### config.mk
export PLATFORM = sky130hd
export DESIGN_NAME = hashed_block_to_file_offset
export DESIGN_NICKNAME = d
export VERILOG_FILES = /design/src/rtl/core/hbfo_pkg.sv /design/src/rtl/core/hbfo_cdiv.sv /design/src/rtl/core/hbfo_map.sv /design/src/rtl/core/hashed_block_to_file_offset.sv
export VERILOG_INCLUDE_DIRS = /design/src /design/src/rtl/core
export SDC_FILE = /design/constraint.sdc
export NUM_CORES = 2
export LEC_CHECK = 0
export CAP_MARGIN = 25
export CORE_MARGIN = 2
export CORE_UTILIZATION = 40
export DETAILED_ROUTE_END_ITERATION = 10
export DONT_BUFFER_PORTS = 1
export PLACE_DENSITY = 0.58
export SYNTH_ARGS = -nofsm -noshare
export SYNTH_HDL_FRONTEND = slang
export SYNTH_SLANG_ARGS = --single-unit
### constraint.sdc
create_clock -name clk -period 16.5 [get_ports clk]
set_clock_uncertainty 0.1 [all_clocks]
set_input_delay 0.825 -clock clk [delete_from_list [all_inputs] [get_ports clk]]
set_output_delay 0.825 -clock clk [all_outputs]
set_load 0.02 [all_outputs]
### src/rtl/core/hashed_block_to_file_offset_defines.svh
// Assertion macros for the hashed block to file offset translator.
// Used by the top level only; expects clk and rst in scope.
`ifndef HASHED_BLOCK_TO_FILE_OFFSET_DEFINES_SVH
`define HASHED_BLOCK_TO_FILE_OFFSET_DEFINES_SVH

// Same-cycle implication, off during reset.
`define HBFO_ASSERT_IMPL(label, ante, cons) \
  label: assert property (@(posedge clk) disable iff (rst) (ante) |-> (cons)) \
    else $error("hbfo: same-cycle check failed");

// Next-cycle implication, off during reset.
`define HBFO_ASSERT_NEXT(label, ante, cons) \
  label: assert property (@(posedge clk) disable iff (rst) (ante) |=> (cons)) \
    else $error("hbfo: next-cycle check failed");

`endif

### src/rtl/core/hbfo_pkg.sv
// Shared constants, types and helpers of the block to file offset translator.
// No dependencies.
`timescale 1ns / 1ps

package hbfo_pkg;

  localparam int TABLE_ENTRIES_DEF = 170;
  localparam int INDEX_BITS        = 24;
  localparam int IDX_W             = INDEX_BITS;
  localparam int HDR_W             = 24;
  localparam int BLOCK_SHIFT       = 12;
  localparam int BLK_W             = 26;
  localparam int PB_W              = 25;
  localparam int BO_W              = 38;
  localparam int HDR_BLK_W         = HDR_W + 1 - BLOCK_SHIFT;
  localparam int DIV_DEPTH         = 6;

  localparam logic [1:0] KIND_DATA = 2'd0;
  localparam logic [1:0] KIND_L0   = 2'd1;
  localparam logic [1:0] KIND_L1   = 2'd2;
  localparam logic [1:0] KIND_L2   = 2'd3;

  localparam logic REG_HEADER_BYTES  = 1'b0;
  localparam logic REG_SINGLE_TABLES = 1'b1;

  typedef struct packed {
    logic [1:0]       kind;
    logic [IDX_W-1:0] idx;
    logic [IDX_W-1:0] q1;
    logic [IDX_W-1:0] q2;
  } item_t;

  typedef struct packed {
    logic [HDR_BLK_W-1:0] hdr_blocks;
    logic                 dbl;
  } cfg_t;

  // Multiply by blocks per table (one or two).
  function automatic logic [BLK_W-1:0] by_tables(input logic [BLK_W-1:0] x, input logic dbl);
    by_tables = dbl ? {x[BLK_W-2:0], 1'b0} : x;
  endfunction

endpackage

### src/rtl/core/hbfo_cdiv.sv
// Two-stage divider by a constant: reciprocal multiply, then one-step correction.
// Depends on nothing but its parameters.
`timescale 1ns / 1ps

module hbfo_cdiv #(
  parameter int WIDTH   = 24,
  parameter int DIVISOR = 170
) (
  input  logic             clk,
  input  logic             en,
  input  logic [WIDTH-1:0] x,
  output logic [WIDTH-1:0] q
);

  localparam int DB = $clog2(DIVISOR + 1);
  localparam int RW = WIDTH + DB;
  localparam longint unsigned RECIP_L = (64'd1 << WIDTH) / DIVISOR;
  localparam logic [WIDTH-1:0] RECIP = RECIP_L[WIDTH-1:0];

  logic [2*WIDTH-1:0] prod_full;
  logic [WIDTH-1:0]   prod_hi;
  logic [WIDTH-1:0]   x_hold;
  logic [RW-1:0]      qt;
  logic [RW-1:0]      rem;
  logic               bump;
  logic [WIDTH-1:0]   q_next;

  assign prod_full = (2*WIDTH)'(x) * (2*WIDTH)'(RECIP);

  always_ff @(posedge clk) begin
    if (en) begin
      prod_hi <= prod_full[2*WIDTH-1:WIDTH];
      x_hold  <= x;
    end
  end

  always_comb begin
    qt     = RW'(prod_hi) * RW'(DIVISOR);
    rem    = RW'(x_hold) - qt;
    bump   = rem >= RW'(DIVISOR);
    q_next = prod_hi + WIDTH'(bump);
  end

  always_ff @(posedge clk) begin
    if (en) begin
      q <= q_next;
    end
  end

endmodule

### src/rtl/core/hbfo_map.sv
// Final three stages: table products, physical block selection, byte offset.
// Depends on hbfo_pkg.
`timescale 1ns / 1ps

module hbfo_map #(
  parameter int TABLE_ENTRIES = hbfo_pkg::TABLE_ENTRIES_DEF
) (
  input  logic                         clk,
  input  logic                         rst,
  input  logic                         en,
  input  logic                         in_valid,
  input  hbfo_pkg::item_t              item,
  input  logic [hbfo_pkg::IDX_W-1:0]   q3,
  input  hbfo_pkg::cfg_t               cfg,
  output logic                         valid,
  output logic [hbfo_pkg::PB_W-1:0]    physical_block,
  output logic [hbfo_pkg::BO_W-1:0]    byte_offset
);

  import hbfo_pkg::*;

  localparam logic [BLK_W-1:0] T_C   = BLK_W'(TABLE_ENTRIES);
  localparam logic [BLK_W-1:0] TT_C  = BLK_W'(TABLE_ENTRIES * TABLE_ENTRIES);
  localparam logic [BLK_W-1:0] T1_C  = BLK_W'(TABLE_ENTRIES + 1);
  localparam logic [BLK_W-1:0] ONE_C = BLK_W'(1);

  logic [2:0] v;

  // stage 1: products
  item_t            it1;
  logic [IDX_W-1:0] q3_1;
  logic [BLK_W-1:0] pa, pb, pc;

  // stage 2: block number
  logic [BLK_W-1:0] blk, blk_next;
  logic [BLK_W-1:0] q1w, q2w, q3w, cnt, step0, step1;

  // stage 3: offset
  logic [BLK_W-1:0] sum_blocks;

  always_ff @(posedge clk) begin
    if (rst) begin
      v <= '0;
    end else if (en) begin
      v <= {v[1:0], in_valid};
    end
  end

  always_ff @(posedge clk) begin
    if (en) begin
      it1  <= item;
      q3_1 <= q3;
      pa   <= BLK_W'(item.q1) * T_C;
      pb   <= BLK_W'(item.q2) * TT_C;
      pc   <= BLK_W'(item.q2) * T1_C;
    end
  end

  always_comb begin
    q1w   = BLK_W'(it1.q1);
    q2w   = BLK_W'(it1.q2);
    q3w   = BLK_W'(q3_1);
    step0 = T_C + by_tables(ONE_C, cfg.dbl);
    step1 = TT_C + by_tables(T1_C, cfg.dbl);
    cnt   = '0;
    unique case (it1.kind)
      KIND_DATA: begin
        cnt = q1w + ONE_C + ((q1w != '0) ? q2w + ONE_C : '0)
            + ((q2w != '0) ? q3w + ONE_C : '0);
        blk_next = BLK_W'(it1.idx) + by_tables(cnt, cfg.dbl);
      end
      KIND_L0: begin
        cnt = q1w + q2w + ONE_C + ((q2w != '0) ? ONE_C : '0);
        blk_next = (q1w == '0) ? '0 : pa + by_tables(cnt, cfg.dbl);
      end
      KIND_L1: begin
        blk_next = (q2w == '0) ? step0 : pb + by_tables(pc + ONE_C, cfg.dbl);
      end
      KIND_L2: begin
        blk_next = step1;
      end
    endcase
  end

  always_ff @(posedge clk) begin
    if (en) begin
      blk <= blk_next;
    end
  end

  assign sum_blocks = blk + BLK_W'(cfg.hdr_blocks);

  always_ff @(posedge clk) begin
    if (en) begin
      physical_block <= blk[PB_W-1:0];
      byte_offset    <= {sum_blocks, {BLOCK_SHIFT{1'b0}}};
    end
  end

  assign valid = v[2];

endmodule

### src/rtl/core/hashed_block_to_file_offset.sv
// Top level of the hashed block to file offset translator.
// Depends on hbfo_pkg, hbfo_cdiv, hbfo_map and the assertion macro header.
`timescale 1ns / 1ps

// Translates a logical data block number into the physical block number and byte
// offset of the data block or of the level 0, 1 or 2 hash table covering it.
// One transfer per cycle is taken while no result waits on rsp_ready; each request
// passes through three chained two-stage constant dividers (block/T, /T^2, /T^3),
// followed by a product stage, a block select stage and the offset register.
// The whole pipeline holds while a result waits on rsp_ready. Write the header
// size and table layout registers only while no transfer is in flight.
module hashed_block_to_file_offset #(
  parameter int TABLE_ENTRIES = hbfo_pkg::TABLE_ENTRIES_DEF
) (
  input  logic                         clk,
  input  logic                         rst,
  input  logic                         req_valid,
  output logic                         req_ready,
  input  logic [1:0]                   kind,
  input  logic [hbfo_pkg::IDX_W-1:0]   logical_block,
  output logic                         rsp_valid,
  input  logic                         rsp_ready,
  output logic [hbfo_pkg::PB_W-1:0]    physical_block,
  output logic [hbfo_pkg::BO_W-1:0]    byte_offset,
  input  logic                         cfg_we,
  input  logic                         cfg_index,
  input  logic [hbfo_pkg::HDR_W-1:0]   cfg_data
);

  import hbfo_pkg::*;
  `include "hashed_block_to_file_offset_defines.svh"

  logic                 en;
  logic [DIV_DEPTH-1:0] v;
  item_t                st [DIV_DEPTH];
  logic [IDX_W-1:0]     div1_q, div2_q, div3_q;
  cfg_t                 cfg;
  logic [HDR_W:0]       hdr_sum;

  assign en        = !rsp_valid || rsp_ready;
  assign req_ready = en;

  // configuration
  assign hdr_sum = (HDR_W+1)'(cfg_data) + (HDR_W+1)'((1 << BLOCK_SHIFT) - 1);

  always_ff @(posedge clk) begin
    if (rst) begin
      cfg.hdr_blocks <= '0;
      cfg.dbl        <= 1'b0;
    end else if (cfg_we) begin
      unique case (cfg_index)
        REG_HEADER_BYTES:  cfg.hdr_blocks <= hdr_sum[HDR_W:BLOCK_SHIFT];
        REG_SINGLE_TABLES: cfg.dbl        <= ~cfg_data[0];
      endcase
    end
  end

  // divider stages
  always_ff @(posedge clk) begin
    if (rst) begin
      v <= '0;
    end else if (en) begin
      v <= {v[DIV_DEPTH-2:0], req_valid && req_ready};
    end
  end

  always_ff @(posedge clk) begin
    if (en) begin
      st[0] <= '{kind: kind, idx: logical_block, q1: '0, q2: '0};
      st[1] <= st[0];
      st[2] <= '{kind: st[1].kind, idx: st[1].idx, q1: div1_q, q2: st[1].q2};
      st[3] <= st[2];
      st[4] <= '{kind: st[3].kind, idx: st[3].idx, q1: st[3].q1, q2: div2_q};
      st[5] <= st[4];
    end
  end

  hbfo_cdiv #(.WIDTH(IDX_W), .DIVISOR(TABLE_ENTRIES)) u_div1 (
    .clk (clk),
    .en  (en),
    .x   (logical_block),
    .q   (div1_q)
  );

  hbfo_cdiv #(.WIDTH(IDX_W), .DIVISOR(TABLE_ENTRIES)) u_div2 (
    .clk (clk),
    .en  (en),
    .x   (div1_q),
    .q   (div2_q)
  );

  hbfo_cdiv #(.WIDTH(IDX_W), .DIVISOR(TABLE_ENTRIES)) u_div3 (
    .clk (clk),
    .en  (en),
    .x   (div2_q),
    .q   (div3_q)
  );

  hbfo_map #(.TABLE_ENTRIES(TABLE_ENTRIES)) u_map (
    .clk            (clk),
    .rst            (rst),
    .en             (en),
    .in_valid       (v[DIV_DEPTH-1]),
    .item           (st[DIV_DEPTH-1]),
    .q3             (div3_q),
    .cfg            (cfg),
    .valid          (rsp_valid),
    .physical_block (physical_block),
    .byte_offset    (byte_offset)
  );

  `HBFO_ASSERT_IMPL(a_div_low, v[1], (32'(div1_q) * 32'(TABLE_ENTRIES)) <= 32'(st[1].idx))
  `HBFO_ASSERT_IMPL(a_div_rem, v[1], (32'(st[1].idx) - 32'(div1_q) * 32'(TABLE_ENTRIES)) < 32'(TABLE_ENTRIES))
  `HBFO_ASSERT_IMPL(a_offset_match, rsp_valid, (byte_offset[PB_W+BLOCK_SHIFT-1:BLOCK_SHIFT] - PB_W'(cfg.hdr_blocks)) == physical_block)
  `HBFO_ASSERT_NEXT(a_stall_hold_pipe, !en && v[DIV_DEPTH-1], v[DIV_DEPTH-1])

endmodule

==> metrics.cfg <==
[detailed_routing]
drt-initial-drc-count=1988
1st_pass_router_iterations=6
routedWlPerCell_um=17.1
wirelength_mm=116
routed_antenna_nets=0
routed_via_density=5.16
drc=0
vias=35180

[floorplan]
fp-row-count=132
initial_core_util_pct=40.3
fp.dieArea_um2=133000
floorplan.die.width_um=365
ioPinCount=121
die_span_y_um=365
floorplan.core_area_um2=129000

[logic_synthesis]
yosys_warnings=0
ys_types=94
syn-cell-area_um2=52100
ys_ff_latch=583
synthTopCellsByCount=sky130_fd_sc_hd__ha_1, sky130_fd_sc_hd__inv_1, sky130_fd_sc_hd__edfxtp_1, sky130_fd_sc_hd__fa_1, sky130_fd_sc_hd__nand2_1
synth_enable_flop_cells=560
post_synthesis_sequential_area_ratio_pct=33.2
syn_avg_cell_area_um2=10.4
share_of_the_synthesized_area_in_the_top_cell_type_pct=32.3
netlist_top_cells_area=sky130_fd_sc_hd__edfxtp_1, sky130_fd_sc_hd__ha_1, sky130_fd_sc_hd__fa_1, sky130_fd_sc_hd__inv_1, sky130_fd_sc_hd__xnor2_1
synth_top_cell_by_area=sky130_fd_sc_hd__edfxtp_1
asyncSetResetFlopFracSynth_pct=0
synth_cells=4989
most_instantiated_library_cell_after_synthesis=sky130_fd_sc_hd__ha_1
synth_top_flop_cell=sky130_fd_sc_hd__edfxtp_1

[clock_network]
cts_tree=yes
cts_buffer_depth=3
worst_skew_pair.late_latency_ns=0.64
clkTransAtPathRegs_ns=0.06
cts_hold_repair.buffers=0
num_cts_buffers=67
post_cts.resized_instances=0
clock_sink_count=583
htree_levels=3
clock_tree.root_cell=sky130_fd_sc_hd__clkbuf_16
postCtsSetupRepairBufs=0

[timing]
finalHoldViolations=0
finalSetupTns_ns=0
max-slew-margin-rel_pct=34.7
final-setup-viol-count=0
fmaxAchievable_mhz=124
finalMaxSlewViolations=0
rsz0062_at_grt=no
final_period_minus_worst_setup_slack_ns=8.04
tightest_slew_ns=0.980
fin_crit_sh_pct=48.7

[final_layout]
area.growth.synth_to_final_pct=8.28
fillCellCount=12227
post_route_cells_drive_above_1_share_pct=3.45
num-nets-final=6291
regArea_um2=17300
final_cell_area_um2=56400
total_area_of_multi_input_combinational_cells_um2=31400
n_antenna_cell=0

[status]
run_status=finished clean

[global_routing]
grt_util_all_layers_pct=17.7
first_pass_grt_wire_length_mm=188
grt_max_degree=123
antenna_found_initial=1
gr-total-overflow=0
grt_pass1_vias=35124

[critical_path]
worstPathRequired_ns=16.78
critical_path_class=flip-flop to flip-flop
critical_path.max_stage_delay_ns=0.52
crit_path_max_fanout=8
arrival_time_reported_for_the_critical_path_endpoint_ns=8.32
critical-path-slowest-cell=sky130_fd_sc_hd__fa_1
crit_path_buf_inv_count=3
crit_path_end_kind=flip-flop
timing.critical_path.mode_cell=sky130_fd_sc_hd__ha_1
cp-start-kind=flip-flop
cp_top_family=adder cells

[worst_hold_path]
worstHoldPathType=input port to flip-flop

[place]
place.gp.congestion=0.892
detailedPlacementHpwl_mm=94.4
port_buf_inserts=0
dpl_cell_area_um2=54200

[job]
maxCapViolCount=0

==> cell families after synthesis <==
group | count (synthesis) | share of synthesized area (%)
AOI/OAI and AO/OA | 896 | 11.4
xor gates and xnor gates | 333 | 5.60
adders and majority gates | 1213 | 33.2
buffers and inverters | 904 | 6.61
DFF | 583 | 33.2
muxes | 26 | 0.516
other | 1 | 0.00720
and+or+nand+nor | 1033 | 9.48
==> worst register-to-register path: cells and delay by family (launching register included) <==
| kind | cells | cell delay [ns] |
|---|---|---|
| DFF | 1 | 0.49 |
| buffers and inverters | 3 | 0.27 |
| and+or+nand+nor | 6 | 0.97 |
| adders and majority gates | 8 | 3.08 |
| AOI/OAI and AO/OA | 13 | 2.71 |
| xor gates and xnor gates | 2 | 0.16 |
==> sequential cells by signal, indices dropped and copies added, names as in the netlist, 6 cells and up <==
signal and cells:
u_div1.q 18, u_div2.x_hold 17, u_map.byte_offset 26, u_map.physical_block 25, u_map.pa 25, u_div3.q 12, u_map.it1 54, u_div3.prod_hi 11
u_div1.x_hold 23, cfg 14, st 203, u_map.pb 23, u_div3.x_hold 15, u_div1.prod_hi 17, v 6, u_div2.prod_hi 14
u_div2.q 15, u_map.blk 26, u_map.q3_1 12, u_map.pc 24
==> final timing paths <==
path / from / end / slack [ns] / cells after the start
max: u_div1.prod_hi[1] / u_div1.q[14] / 8.46 / 32
min: rst / cfg[0] / 0.17 / 1
min reg2reg: st[4][71] / st[5][71] / 0.30 / 0
max reg2reg: u_div1.prod_hi[1] / u_div1.q[14] / 8.46 / 32
==> placed cells by master (no fill, tap or decap), types with 14 or more instances in the layout <==
cell type | netlist | routed
sky130_fd_sc_hd__a2111oi_0 | 15 | 15
sky130_fd_sc_hd__a211oi_1 | 49 | 49
sky130_fd_sc_hd__a21o_1 | 72 | 72
sky130_fd_sc_hd__a21oi_1 | 241 | 241
sky130_fd_sc_hd__a31oi_1 | 32 | 32
sky130_fd_sc_hd__and2_1 | 16 | 16
sky130_fd_sc_hd__and3_1 | 52 | 52
sky130_fd_sc_hd__buf_4 | 13 | 15
sky130_fd_sc_hd__clkbuf_16 | 0 | 70
sky130_fd_sc_hd__dfxtp_1 | 23 | 22
sky130_fd_sc_hd__edfxtp_1 | 560 | 560
sky130_fd_sc_hd__fa_1 | 284 | 284
sky130_fd_sc_hd__ha_1 | 929 | 929
sky130_fd_sc_hd__inv_1 | 836 | 836
sky130_fd_sc_hd__mux2i_1 | 19 | 19
sky130_fd_sc_hd__nand2_1 | 276 | 276
sky130_fd_sc_hd__nand2b_1 | 41 | 41
sky130_fd_sc_hd__nand3_1 | 101 | 101
sky130_fd_sc_hd__nand4_1 | 41 | 41
sky130_fd_sc_hd__nor2_1 | 270 | 270
sky130_fd_sc_hd__nor2b_1 | 39 | 39
sky130_fd_sc_hd__nor3_1 | 97 | 97
sky130_fd_sc_hd__nor4_1 | 20 | 20
sky130_fd_sc_hd__o211ai_1 | 15 | 15
sky130_fd_sc_hd__o21a_1 | 54 | 54
sky130_fd_sc_hd__o21ai_0 | 178 | 178
sky130_fd_sc_hd__o21bai_1 | 32 | 32
sky130_fd_sc_hd__o31ai_1 | 14 | 14
sky130_fd_sc_hd__or2_2 | 14 | 14
sky130_fd_sc_hd__or3_1 | 27 | 27
sky130_fd_sc_hd__xnor2_1 | 229 | 229
sky130_fd_sc_hd__xor2_1 | 104 | 104
==> layer usage <==
layer	global-route usage, %	wire length (um)	up-vias
met5	0	0	-
met4	5.06	3030	0
met3	2.17	3580	153
met2	30.4	55800	548
met1	23.5	53900	16929
li1	-	-	17550
==> area by class of cell <==
class / instances / share of cell area, %
clock buffer: 80 / 3.19
sequential: 583 / 30.6
tap: 1742 / 3.86
timing repair buffer: 18 / 0.293
clock inverter: 41 / 0.730
inverter: 838 / 5.59
multi-input combinational: 3514 / 55.7
==> per-stage QoR <==
stage | util [%] | instances | setup slack [ns] | hold WS [ns]
2_1_floorplan | - | 5001 | 0.322 | 0.300
3_3_place_gp | 41.9 | 6693 | 8.69 | 0.301
3_5_place_dp | 41.9 | 6695 | 8.48 | 0.305
4_1_cts | 43.6 | 6816 | 8.40 | 0.112
5_1_grt | 43.6 | 6816 | 7.77 | 0.120
6_report | 43.6 | 6816 | 8.46 | 0.166
Power is left out: the tool's default activity adds up to more than one toggle a clock period on the data nets, which glitch-free logic cannot reach.
